File: src/design/ppc_pkg.sv
`timescale 1ns / 1ps
// Shared types, constants, microcode program and helpers of the perfect power classifier.
package ppc_pkg;

  // Result mask width and exponent register width
  localparam int MASK_WIDTH = 31;
  localparam int EXP_WIDTH  = 6;
  localparam int CFG_AW     = 3;
  localparam int CFG_DW     = 32;
  localparam int STEP_WIDTH = 4;

  // Register addresses (word index taken from paddr[2])
  localparam logic REG_HIGHEST_EXPONENT = 1'b0;

  localparam logic [EXP_WIDTH-1:0] HEXP_RESET = EXP_WIDTH'(2);

  typedef logic [STEP_WIDTH-1:0] step_t;

  // Datapath operations
  typedef enum logic [3:0] {
    OP_NONE  = 4'd0,
    OP_CLASS = 4'd1,
    OP_RANGE = 4'd2,
    OP_MID   = 4'd3,
    OP_MULA  = 4'd4,
    OP_SATA  = 4'd5,
    OP_MULS  = 4'd6,
    OP_SATS  = 4'd7,
    OP_BELOW = 4'd8,
    OP_ABOVE = 4'd9,
    OP_HIT   = 4'd10,
    OP_NEXTE = 4'd11,
    OP_EMIT  = 4'd12
  } op_t;

  // Jump conditions
  typedef enum logic [3:0] {
    C_NEVER   = 4'd0,
    C_ALWAYS  = 4'd1,
    C_NOSTART = 4'd2,
    C_TRIVIAL = 4'd3,
    C_EOUT    = 4'd4,
    C_EMPTY   = 4'd5,
    C_ABOVE   = 4'd6,
    C_EDONE   = 4'd7,
    C_EQ      = 4'd8,
    C_OUTBUSY = 4'd9
  } cond_t;

  typedef struct packed {
    op_t   op;
    cond_t cond;
    step_t target;
  } uword_t;

  typedef struct packed {
    op_t op;
  } ctrl_t;

  typedef struct packed {
    logic trivial;
    logic eout;
    logic empty;
    logic above;
    logic edone;
    logic eq;
    logic outbusy;
  } status_t;

  // Program addresses
  localparam step_t S_IDLE  = 4'd0;
  localparam step_t S_CLASS = 4'd1;
  localparam step_t S_ECHK  = 4'd2;
  localparam step_t S_MID   = 4'd3;
  localparam step_t S_MULA  = 4'd4;
  localparam step_t S_SATA  = 4'd5;
  localparam step_t S_TSTA  = 4'd6;
  localparam step_t S_TEND  = 4'd7;
  localparam step_t S_MULS  = 4'd8;
  localparam step_t S_SATS  = 4'd9;
  localparam step_t S_FINAL = 4'd10;
  localparam step_t S_BELOW = 4'd11;
  localparam step_t S_ABOVE = 4'd12;
  localparam step_t S_HIT   = 4'd13;
  localparam step_t S_NEXTE = 4'd14;
  localparam step_t S_DONE  = 4'd15;

  // Microcode ROM: one control word per step
  function automatic uword_t ucode(input step_t pc);
    uword_t w;
    w = '{op: OP_NONE, cond: C_NEVER, target: S_IDLE};
    case (pc)
      S_IDLE:  w = '{op: OP_NONE,  cond: C_NOSTART, target: S_IDLE};
      S_CLASS: w = '{op: OP_CLASS, cond: C_TRIVIAL, target: S_DONE};
      S_ECHK:  w = '{op: OP_RANGE, cond: C_EOUT,    target: S_DONE};
      S_MID:   w = '{op: OP_MID,   cond: C_EMPTY,   target: S_NEXTE};
      S_MULA:  w = '{op: OP_MULA,  cond: C_NEVER,   target: S_IDLE};
      S_SATA:  w = '{op: OP_SATA,  cond: C_NEVER,   target: S_IDLE};
      S_TSTA:  w = '{op: OP_NONE,  cond: C_ABOVE,   target: S_ABOVE};
      S_TEND:  w = '{op: OP_NONE,  cond: C_EDONE,   target: S_FINAL};
      S_MULS:  w = '{op: OP_MULS,  cond: C_NEVER,   target: S_IDLE};
      S_SATS:  w = '{op: OP_SATS,  cond: C_ALWAYS,  target: S_MULA};
      S_FINAL: w = '{op: OP_NONE,  cond: C_EQ,      target: S_HIT};
      S_BELOW: w = '{op: OP_BELOW, cond: C_ALWAYS,  target: S_MID};
      S_ABOVE: w = '{op: OP_ABOVE, cond: C_ALWAYS,  target: S_MID};
      S_HIT:   w = '{op: OP_HIT,   cond: C_NEVER,   target: S_IDLE};
      S_NEXTE: w = '{op: OP_NEXTE, cond: C_ALWAYS,  target: S_ECHK};
      S_DONE:  w = '{op: OP_EMIT,  cond: C_OUTBUSY, target: S_DONE};
      default: w = '{op: OP_NONE,  cond: C_NEVER,   target: S_IDLE};
    endcase
    return w;
  endfunction

  // Bits 0 .. top-2 set; none when top is below two
  function automatic logic [MASK_WIDTH-1:0] low_ones(input logic [EXP_WIDTH-1:0] top);
    logic [32:0] t;
    t = '0;
    if (top >= EXP_WIDTH'(2)) begin
      t = (33'd1 << (top - EXP_WIDTH'(1))) - 33'd1;
    end
    return t[MASK_WIDTH-1:0];
  endfunction

endpackage

File: src/design/ppc_if.sv
`timescale 1ns / 1ps
// Valid/ready channel interfaces for the input value and the result mask.
interface ppc_value_if #(parameter int VALUE_WIDTH = 31);
  logic                   valid;
  logic                   ready;
  logic [VALUE_WIDTH-1:0] value;

  modport source (output valid, output value, input ready);
  modport sink (input valid, input value, output ready);
endinterface

interface ppc_mask_if;
  import ppc_pkg::*;
  logic                  valid;
  logic                  ready;
  logic [MASK_WIDTH-1:0] power_mask;

  modport source (output valid, output power_mask, input ready);
  modport sink (input valid, input power_mask, output ready);
endinterface

File: src/design/ppc_cfg.sv
`timescale 1ns / 1ps
// APB register file holding the highest exponent setting.
module ppc_cfg #(
  parameter int MAX_EXPONENT = 32
) (
  input  logic                             clk,
  input  logic                             rst_n,
  input  logic                             cfg_psel,
  input  logic                             cfg_penable,
  input  logic                             cfg_pwrite,
  input  logic [ppc_pkg::CFG_AW-1:0]       cfg_paddr,
  input  logic [ppc_pkg::CFG_DW-1:0]       cfg_pwdata,
  output logic [ppc_pkg::CFG_DW-1:0]       cfg_prdata,
  output logic                             cfg_pready,
  output logic [ppc_pkg::EXP_WIDTH-1:0]    top
);
  import ppc_pkg::*;

  logic [EXP_WIDTH-1:0] hexp_r;
  logic [EXP_WIDTH-1:0] hexp_nxt;
  logic                 wr_hit;

  assign cfg_pready = 1'b1;
  assign wr_hit = cfg_psel && cfg_penable && cfg_pwrite
                  && (cfg_paddr[2] == REG_HIGHEST_EXPONENT);

  // Capture the register on the access phase
  always_comb begin
    hexp_nxt = hexp_r;
    if (wr_hit) begin
      hexp_nxt = cfg_pwdata[EXP_WIDTH-1:0];
    end
  end

  always_ff @(posedge clk) begin
    if (!rst_n) begin
      hexp_r <= HEXP_RESET;
    end else begin
      hexp_r <= hexp_nxt;
    end
  end

  // Read back
  always_comb begin
    cfg_prdata = '0;
    if (cfg_paddr[2] == REG_HIGHEST_EXPONENT) begin
      cfg_prdata = {{(CFG_DW-EXP_WIDTH){1'b0}}, hexp_r};
    end
  end

  // Clamp to the largest supported exponent
  assign top = (hexp_r > EXP_WIDTH'(MAX_EXPONENT)) ? EXP_WIDTH'(MAX_EXPONENT) : hexp_r;

endmodule

File: src/design/ppc_sequencer.sv
`timescale 1ns / 1ps
// Microcode sequencer: step counter, control ROM and conditional jumps.
module ppc_sequencer (
  input  logic             clk,
  input  logic             rst_n,
  input  logic             in_valid,
  output logic             in_ready,
  input  ppc_pkg::status_t status,
  output ppc_pkg::ctrl_t   ctrl
);
  import ppc_pkg::*;

  step_t  pc_r;
  step_t  pc_nxt;
  uword_t word;
  logic   take;

  assign word     = ucode(pc_r);
  assign ctrl.op  = word.op;
  assign in_ready = (pc_r == S_IDLE);

  // Evaluate the jump condition of the current step
  always_comb begin
    case (word.cond)
      C_NEVER:   take = 1'b0;
      C_ALWAYS:  take = 1'b1;
      C_NOSTART: take = !in_valid;
      C_TRIVIAL: take = status.trivial;
      C_EOUT:    take = status.eout;
      C_EMPTY:   take = status.empty;
      C_ABOVE:   take = status.above;
      C_EDONE:   take = status.edone;
      C_EQ:      take = status.eq;
      C_OUTBUSY: take = status.outbusy;
      default:   take = 1'b0;
    endcase
  end

  // Jump or advance; the last step wraps back to idle
  assign pc_nxt = take ? word.target : (pc_r + STEP_WIDTH'(1));

  always_ff @(posedge clk) begin
    if (!rst_n) begin
      pc_r <= S_IDLE;
    end else begin
      pc_r <= pc_nxt;
    end
  end

endmodule

File: src/design/ppc_datapath.sv
`timescale 1ns / 1ps
// Datapath: search bounds, shared saturating multiplier, result mask and output register.
module ppc_datapath #(
  parameter int VALUE_WIDTH = 31
) (
  input  logic                          clk,
  input  logic                          rst_n,
  input  logic                          load,
  input  logic [VALUE_WIDTH-1:0]        value,
  input  logic [ppc_pkg::EXP_WIDTH-1:0] top,
  input  ppc_pkg::ctrl_t                ctrl,
  output ppc_pkg::status_t              status,
  output logic                          out_valid,
  input  logic                          out_ready,
  output logic [ppc_pkg::MASK_WIDTH-1:0] out_mask
);
  import ppc_pkg::*;

  localparam int VW = VALUE_WIDTH;
  localparam int AW = VW + 1;          // holds the saturated value v+1
  localparam int PW = 2 * AW;
  localparam int HW = (VW + 1) / 2;    // base never exceeds 2^HW-1
  localparam int BW = HW + 1;          // lo may step one past hi
  localparam logic [BW-1:0] HI_INIT = {1'b0, {HW{1'b1}}};

  logic [VW-1:0]         v_r, v_nxt;
  logic [EXP_WIDTH-1:0]  e_r, e_nxt;
  logic [EXP_WIDTH-1:0]  ebits_r, ebits_nxt;
  logic [BW-1:0]         lo_r, lo_nxt;
  logic [BW-1:0]         hi_r, hi_nxt;
  logic [BW-1:0]         mid_r, mid_nxt;
  logic [AW-1:0]         acc_r, acc_nxt;
  logic [AW-1:0]         sq_r, sq_nxt;
  logic [PW-1:0]         prod_r, prod_nxt;
  logic [MASK_WIDTH-1:0] mask_r, mask_nxt;
  logic                  out_valid_r, out_valid_nxt;
  logic [MASK_WIDTH-1:0] out_mask_r, out_mask_nxt;

  logic [AW-1:0] v_ext;
  logic [AW-1:0] v_plus1;
  logic [AW-1:0] sat_val;
  logic [AW-1:0] mul_a;
  logic [BW-1:0] mid_calc;
  logic          emit;

  assign v_ext    = {1'b0, v_r};
  assign v_plus1  = v_ext + AW'(1);
  assign mid_calc = lo_r + ((hi_r - lo_r) >> 1);
  assign mul_a    = (ctrl.op == OP_MULS) ? sq_r : acc_r;

  // Saturate the registered product just above the value
  assign sat_val = (prod_r > {{(PW-VW){1'b0}}, v_r}) ? v_plus1 : prod_r[AW-1:0];

  // Flags for the sequencer
  assign status.trivial = (v_r < VW'(2)) || (top < EXP_WIDTH'(2));
  assign status.eout    = (e_r > top) || ((v_r >> e_r) == '0);
  assign status.empty   = (lo_r > hi_r);
  assign status.above   = (acc_r > v_ext);
  assign status.edone   = (ebits_r == '0);
  assign status.eq      = (acc_r == v_ext);
  assign status.outbusy = out_valid_r && !out_ready;

  assign emit = (ctrl.op == OP_EMIT) && !status.outbusy;

  // Execute the current micro-operation
  always_comb begin
    v_nxt     = v_r;
    e_nxt     = e_r;
    ebits_nxt = ebits_r;
    lo_nxt    = lo_r;
    hi_nxt    = hi_r;
    mid_nxt   = mid_r;
    acc_nxt   = acc_r;
    sq_nxt    = sq_r;
    prod_nxt  = prod_r;
    mask_nxt  = mask_r;
    if (load) begin
      v_nxt = value;
    end
    case (ctrl.op)
      OP_CLASS: begin
        e_nxt    = EXP_WIDTH'(2);
        mask_nxt = (v_r == VW'(1)) ? low_ones(top) : '0;
      end
      OP_RANGE: begin
        lo_nxt = BW'(1);
        hi_nxt = HI_INIT;
      end
      OP_MID: begin
        mid_nxt   = mid_calc;
        acc_nxt   = AW'(1);
        sq_nxt    = {{(AW-BW){1'b0}}, mid_calc};
        ebits_nxt = e_r;
      end
      OP_MULA, OP_MULS: begin
        prod_nxt = PW'(mul_a) * PW'(sq_r);
      end
      OP_SATA: begin
        if (ebits_r[0]) begin
          acc_nxt = sat_val;
        end
        ebits_nxt = ebits_r >> 1;
      end
      OP_SATS:  sq_nxt = sat_val;
      OP_BELOW: lo_nxt = mid_r + BW'(1);
      OP_ABOVE: hi_nxt = mid_r - BW'(1);
      OP_HIT:   mask_nxt = mask_r | (MASK_WIDTH'(1) << (e_r - EXP_WIDTH'(2)));
      OP_NEXTE: e_nxt = e_r + EXP_WIDTH'(1);
      default: begin
      end
    endcase
  end

  // Output register: hold until taken
  always_comb begin
    out_valid_nxt = out_valid_r;
    out_mask_nxt  = out_mask_r;
    if (out_valid_r && out_ready) begin
      out_valid_nxt = 1'b0;
    end
    if (emit) begin
      out_valid_nxt = 1'b1;
      out_mask_nxt  = mask_r;
    end
  end

  always_ff @(posedge clk) begin
    v_r        <= v_nxt;
    e_r        <= e_nxt;
    ebits_r    <= ebits_nxt;
    lo_r       <= lo_nxt;
    hi_r       <= hi_nxt;
    mid_r      <= mid_nxt;
    acc_r      <= acc_nxt;
    sq_r       <= sq_nxt;
    prod_r     <= prod_nxt;
    mask_r     <= mask_nxt;
    out_mask_r <= out_mask_nxt;
  end

  always_ff @(posedge clk) begin
    if (!rst_n) begin
      out_valid_r <= 1'b0;
    end else begin
      out_valid_r <= out_valid_nxt;
    end
  end

  assign out_valid = out_valid_r;
  assign out_mask  = out_mask_r;

  // The accumulator never exceeds its saturation level
  a_acc_bounded: assert property (@(posedge clk) disable iff (!rst_n)
    (ctrl.op == OP_SATA) |=> (acc_r <= v_plus1))
    else $error("accumulator above saturation level");

  // A hit only marks an exponent inside the enabled range
  a_hit_range: assert property (@(posedge clk) disable iff (!rst_n)
    (ctrl.op == OP_HIT) |-> ((e_r >= EXP_WIDTH'(2)) && (e_r <= top)))
    else $error("hit outside the enabled exponents");

  // No mask bit beyond the enabled exponents reaches the output
  a_mask_clean: assert property (@(posedge clk) disable iff (!rst_n)
    (ctrl.op == OP_EMIT) |-> ((mask_r & ~low_ones(top)) == '0))
    else $error("mask bit above the highest exponent");

  // A new result appears only from the emit step
  a_emit_src: assert property (@(posedge clk) disable iff (!rst_n)
    $rose(out_valid_r) |-> $past(ctrl.op == OP_EMIT))
    else $error("result raised outside the emit step");

endmodule

File: src/design/perfect_power_classifier.sv
`timescale 1ns / 1ps
// Top level of the perfect power classifier.
//
// Each transaction on in_chan carries one unsigned value; one transaction on out_chan returns
// power_mask, whose bit k is set when the value is an exact (k+2)-th power, for exponents 2 up
// to the highest_exponent register (byte address 0, clamped to MAX_EXPONENT). Value one sets
// every enabled bit, value zero none. Items are handled one at a time by a 16-step microcode
// program driving a single saturating multiplier: for each exponent e with 2^e <= value, a
// binary search over bases 1 .. 2^ceil(VALUE_WIDTH/2)-1 takes up to ceil(VALUE_WIDTH/2)
// probes, each a square-and-multiply with early exit, plus bookkeeping per exponent.
// The next value is accepted as soon as the previous result sits in the output register.
module perfect_power_classifier #(
  parameter int MAX_EXPONENT = 32,
  parameter int VALUE_WIDTH  = 31
) (
  input  logic                          clk,
  input  logic                          rst_n,
  ppc_value_if.sink                     in_chan,
  ppc_mask_if.source                    out_chan,
  input  logic                          cfg_psel,
  input  logic                          cfg_penable,
  input  logic                          cfg_pwrite,
  input  logic [ppc_pkg::CFG_AW-1:0]    cfg_paddr,
  input  logic [ppc_pkg::CFG_DW-1:0]    cfg_pwdata,
  output logic [ppc_pkg::CFG_DW-1:0]    cfg_prdata,
  output logic                          cfg_pready
);
  import ppc_pkg::*;

  logic [EXP_WIDTH-1:0] top;
  ctrl_t                ctrl;
  status_t              status;
  logic                 in_ready;
  logic                 load;

  assign in_chan.ready = in_ready;
  assign load = in_chan.valid && in_ready;

  ppc_cfg #(
    .MAX_EXPONENT (MAX_EXPONENT)
  ) u_cfg (
    .clk         (clk),
    .rst_n       (rst_n),
    .cfg_psel    (cfg_psel),
    .cfg_penable (cfg_penable),
    .cfg_pwrite  (cfg_pwrite),
    .cfg_paddr   (cfg_paddr),
    .cfg_pwdata  (cfg_pwdata),
    .cfg_prdata  (cfg_prdata),
    .cfg_pready  (cfg_pready),
    .top         (top)
  );

  ppc_sequencer u_seq (
    .clk      (clk),
    .rst_n    (rst_n),
    .in_valid (in_chan.valid),
    .in_ready (in_ready),
    .status   (status),
    .ctrl     (ctrl)
  );

  ppc_datapath #(
    .VALUE_WIDTH (VALUE_WIDTH)
  ) u_dp (
    .clk       (clk),
    .rst_n     (rst_n),
    .load      (load),
    .value     (in_chan.value),
    .top       (top),
    .ctrl      (ctrl),
    .status    (status),
    .out_valid (out_chan.valid),
    .out_ready (out_chan.ready),
    .out_mask  (out_chan.power_mask)
  );

endmodule

File: src/flat_wrapper.sv
// flat-port wrapper written by rule: the top's interface ports become plain ports
module perfect_power_classifier_flat import ppc_pkg::*;
#(
  parameter int MAX_EXPONENT = 32,
  parameter int VALUE_WIDTH  = 31
)
  (clk, rst_n, cfg_psel, cfg_penable, cfg_pwrite, cfg_paddr, cfg_pwdata, cfg_prdata, cfg_pready, in_chan_valid, in_chan_value, in_chan_ready, out_chan_valid, out_chan_power_mask, out_chan_ready);
  ppc_value_if #(.VALUE_WIDTH(VALUE_WIDTH)) in_chan_i ();
  ppc_mask_if out_chan_i ();
  input  logic clk;
  input  logic rst_n;
  input  logic cfg_psel;
  input  logic cfg_penable;
  input  logic cfg_pwrite;
  input  logic [ppc_pkg::CFG_AW-1:0] cfg_paddr;
  input  logic [ppc_pkg::CFG_DW-1:0] cfg_pwdata;
  output logic [ppc_pkg::CFG_DW-1:0] cfg_prdata;
  output logic cfg_pready;
  input wire logic [$bits(in_chan_i.valid)-1:0] in_chan_valid;
  input wire logic [$bits(in_chan_i.value)-1:0] in_chan_value;
  output wire logic [$bits(in_chan_i.ready)-1:0] in_chan_ready;
  output wire logic [$bits(out_chan_i.valid)-1:0] out_chan_valid;
  output wire logic [$bits(out_chan_i.power_mask)-1:0] out_chan_power_mask;
  input wire logic [$bits(out_chan_i.ready)-1:0] out_chan_ready;
  assign in_chan_i.valid = in_chan_valid;
  assign in_chan_i.value = in_chan_value;
  assign in_chan_ready = in_chan_i.ready;
  assign out_chan_valid = out_chan_i.valid;
  assign out_chan_power_mask = out_chan_i.power_mask;
  assign out_chan_i.ready = out_chan_ready;
  perfect_power_classifier #(.MAX_EXPONENT(MAX_EXPONENT), .VALUE_WIDTH(VALUE_WIDTH)) u_core (.clk(clk), .rst_n(rst_n), .in_chan(in_chan_i), .out_chan(out_chan_i), .cfg_psel(cfg_psel), .cfg_penable(cfg_penable), .cfg_pwrite(cfg_pwrite), .cfg_paddr(cfg_paddr), .cfg_pwdata(cfg_pwdata), .cfg_prdata(cfg_prdata), .cfg_pready(cfg_pready));
endmodule
File: config.mk
export PLATFORM = sky130hd
export DESIGN_NAME = perfect_power_classifier_flat
export DESIGN_NICKNAME = d
export VERILOG_FILES = /design/src/design/ppc_pkg.sv /design/src/design/ppc_if.sv /design/src/design/ppc_cfg.sv /design/src/design/ppc_sequencer.sv /design/src/design/ppc_datapath.sv /design/src/design/perfect_power_classifier.sv /design/src/flat_wrapper.sv
export SDC_FILE = /design/constraint.sdc
export NUM_CORES = 2
export LEC_CHECK = 0
export BUFFER_PORTS_ARGS = -buffer_cell sky130_fd_sc_hd__buf_2
export CORE_MARGIN = 2
export CORE_UTILIZATION = 30
export CTS_CLUSTER_DIAMETER = 200
export DETAILED_ROUTE_END_ITERATION = 10
export PLACE_DENSITY_LB_ADDON = 0.15
export SLEW_MARGIN = 40
export SYNTH_ARGS = -nofsm -noshare
export SYNTH_HDL_FRONTEND = slang
export SYNTH_SLANG_ARGS = --single-unit
export TNS_END_PERCENT = 10
File: constraint.sdc
create_clock -name clk -period 25.6 [get_ports clk]
set_input_delay 1.28 -clock clk [delete_from_list [all_inputs] [get_ports clk]]
set_output_delay 1.28 -clock clk [all_outputs]
set_load 0.03 [all_outputs]
==> results.yml <==
final_layout:
  syn_to_final_growth_pct: 7.81
  layout_commonest_cell: "inv_1"
  utilization: 0.326
  multi_input_area_um2: 37700
  design_area_um2: 55300
  final_layout_size_suffix_gt1_frac: 0.0577
  regArea_um2: 8990
  fillers: 17700
  finalNetCount: 6629
  mostFrequentLayoutCells: "inv_1, fa_1, and2_1, nand2_1, ha_1"
logic_synthesis:
  syn_inst: 5363
  synth-main-ff-cell: "edfxtp_1"
  synth_enable_flop_cells: 284
  yosys_warnings: 0
  synthArstFlopShare: 0
  synth_cell_type_count: 88
  ys_ff_latch: 307
  avgSynthCellArea_um2: 9.57
  yosysSeqAreaShare: 0.175
  netlist_area_um2: 51300
floorplan:
  start_util: 0.303
  io_pins: 139
  dieHeight_um: 418
  die-area_um2: 174000
  die_x_um: 418
  coreArea_um2: 170000
  std_cell_rows: 151
setup_path:
  cp_max_fo: 37
  path_class: "reg -> reg"
  slowest_delay_ns: 0.75
  cp-end-kind: "flop"
  path_buf_inv: 8
  path_delay_family: "adder cells"
  crit_slowest_cell: "a2111oi_1"
  cp.arrival_ns: 11.44
  cp.required_ns: 25.90
  path_common_cell: "fa_1"
  critPathLaunchType: "flop"
place:
  io_buffers: 83
  dpl.hpwl_um: 117000
  routabilityCongestion: 0.849
  place_area_um2: 54000
sta:
  slew_headroom: 0.457
  setup_viol: 0
  hold_violations: 0
  slew_violations: 0
  worst_pin_slew_ns: 0.809
  max_clock_freq_mhz: 89.7
  period_share: 0.435
  rsz0062_at_grt: "false"
  fin_worst_skew_ns: 0.0311
  tns_ns: 0
  fin_crit_ns: 11.14
cts:
  clk_pin_slew_ns: 0.06
  cts_sinks: 307
  cts.path.max_buffers: 3
  cts.repair.resized: 0
  cts_max_level: 2
  cts_buffers: 40
  cts_tree: "built"
  cts_setup_buffers: 0
  ctsHoldBuffers: 0
  root_buffer: "clkbuf_16"
  clk_latency_ns: 0.58
route:
  ant_nets: 0
  via_count: 36300
  avgViaCountPerCell: 4.82
  drt-wirelength-per-cell_um: 20.3
  drt_iter0_markers: 2246
  drt_wl_total_um: 153000
  first_pass_iters: 6
  remaining_drc_errors: 0
grt:
  grt_max_degree: 65
  grt_pass1_vias: 39500
  grt_pass1_wl_um: 243000
  antenna_found_initial: 11
  track_usage: 0.180
  grt-ovfl-total: 0
outcome:
  status: "finished, final reports clean"
worst_hold_path:
  min_path_type: "reg -> reg"
run:
  drv_cap: 0
[cells by family (layout without fill, tap and decap cells)]
kind of cell | after synthesis | in the layout | synth area share
flops | 307 | 307 | 0.175
fa+ha+maj | 1282 | 1282 | 0.444
compound gates | 556 | 556 | 0.0702
other cells | 2 | 29 | 0.000146
xor+xnor | 151 | 151 | 0.0258
buf+inv | 1280 | 1196 | 0.0964
mux | 91 | 91 | 0.0190
simple gates | 1694 | 1694 | 0.170
[path summary, 6_finish.rpt]
path	startpoint	to	slack, ns	cells after the start
max	u_core.u_seq.word[10]	u_core.u_dp.prod_r[61]	14.46	29
max reg2reg	u_core.u_seq.word[10]	u_core.u_dp.prod_r[61]	14.46	29
min reg2reg	u_core.u_dp.mask_r[16]	u_core.u_dp.out_mask[16]	0.46	0
min	u_core.u_dp.mask_r[16]	u_core.u_dp.out_mask[16]	0.46	0
[cell type report]
type                    count  share of cell area
well taps                2218              0.0501
flip-flops and latches    307               0.162
repair buffers            154              0.0175
diodes                      2           0.0000904
inverters                 970              0.0658
clock inverters            24             0.00452
clock buffers              48              0.0188
multi-input cells        3801               0.681
[metrics by stage]
step	hold slack (ns)	cells	setup WS [ns]
6_report	0.457	7524	14.46
5_1_grt	0.466	7522	13.97
4_1_cts	0.455	7522	14.22
3_5_place_dp	0.438	7450	14.34
3_3_place_gp	0.439	7446	14.37
2_1_floorplan	0.427	5388	16.63
[worst reg2reg max path: cells and delay by family (launching register included)]
family / cells / cell delay [ns]
adder cells (fa/ha/maj): 9 / 4.55
multiplexers: 1 / 0.54
AO/OA/AOI/OAI: 5 / 1.71
buffers and inverters: 8 / 1.57
flip-flops: 1 / 0.61
AND/OR/NAND/NOR: 6 / 1.90
[flip-flops by register name, indices dropped and copies added, names as in the netlist]
register	flops
u_core.u_cfg.hexp_r	6
u_core.u_dp.acc_r	32
u_core.u_dp.e_r	6
u_core.u_dp.ebits_r	6
u_core.u_dp.hi_r	17
u_core.u_dp.lo_r	17
u_core.u_dp.mask_r	31
u_core.u_dp.mid_r	17
u_core.u_dp.out_mask	31
u_core.u_dp.out_valid	1
u_core.u_dp.prod_r	64
u_core.u_dp.sq_r	32
u_core.u_dp.v_r	31
u_core.u_seq.pc_r	4
u_core.u_seq.word	12
[metal layers]
metal  vias up  GRT usage  share of wire
li1      16600          -              -
met1     18800      0.261           0.48
met2       718      0.299           0.47
met3       120     0.0118          0.036
met4         0     0.0299          0.017
met5         -          0              0
[Yosys cell counts, types with 25 or more instances]
cell type | n | area [um2]
inv_1 | 965 | 3620
fa_1 | 898 | 18000
and2_1 | 608 | 3800
nand2_1 | 549 | 2060
ha_1 | 384 | 4800
edfxtp_1 | 284 | 8530
clkbuf_1 | 255 | 957
nor2_1 | 183 | 687
a21oi_1 | 154 | 771
o21ai_0 | 108 | 541
xnor2_1 | 105 | 920
nand3_1 | 64 | 320
a21o_1 | 63 | 473
nor3_1 | 57 | 285
mux2i_1 | 52 | 521
xor2_1 | 46 | 403
nand4_1 | 37 | 231
o21a_1 | 37 | 278
mux2_2 | 36 | 405
and3_1 | 34 | 213
nor4_1 | 34 | 213
nor2b_1 | 32 | 200
buf_4 | 30 | 225
o22ai_1 | 27 | 169
nand2b_1 | 25 | 156
Power is not shown: default switching activity piles up to over one toggle a cycle in this logic, so the estimate is an artifact.
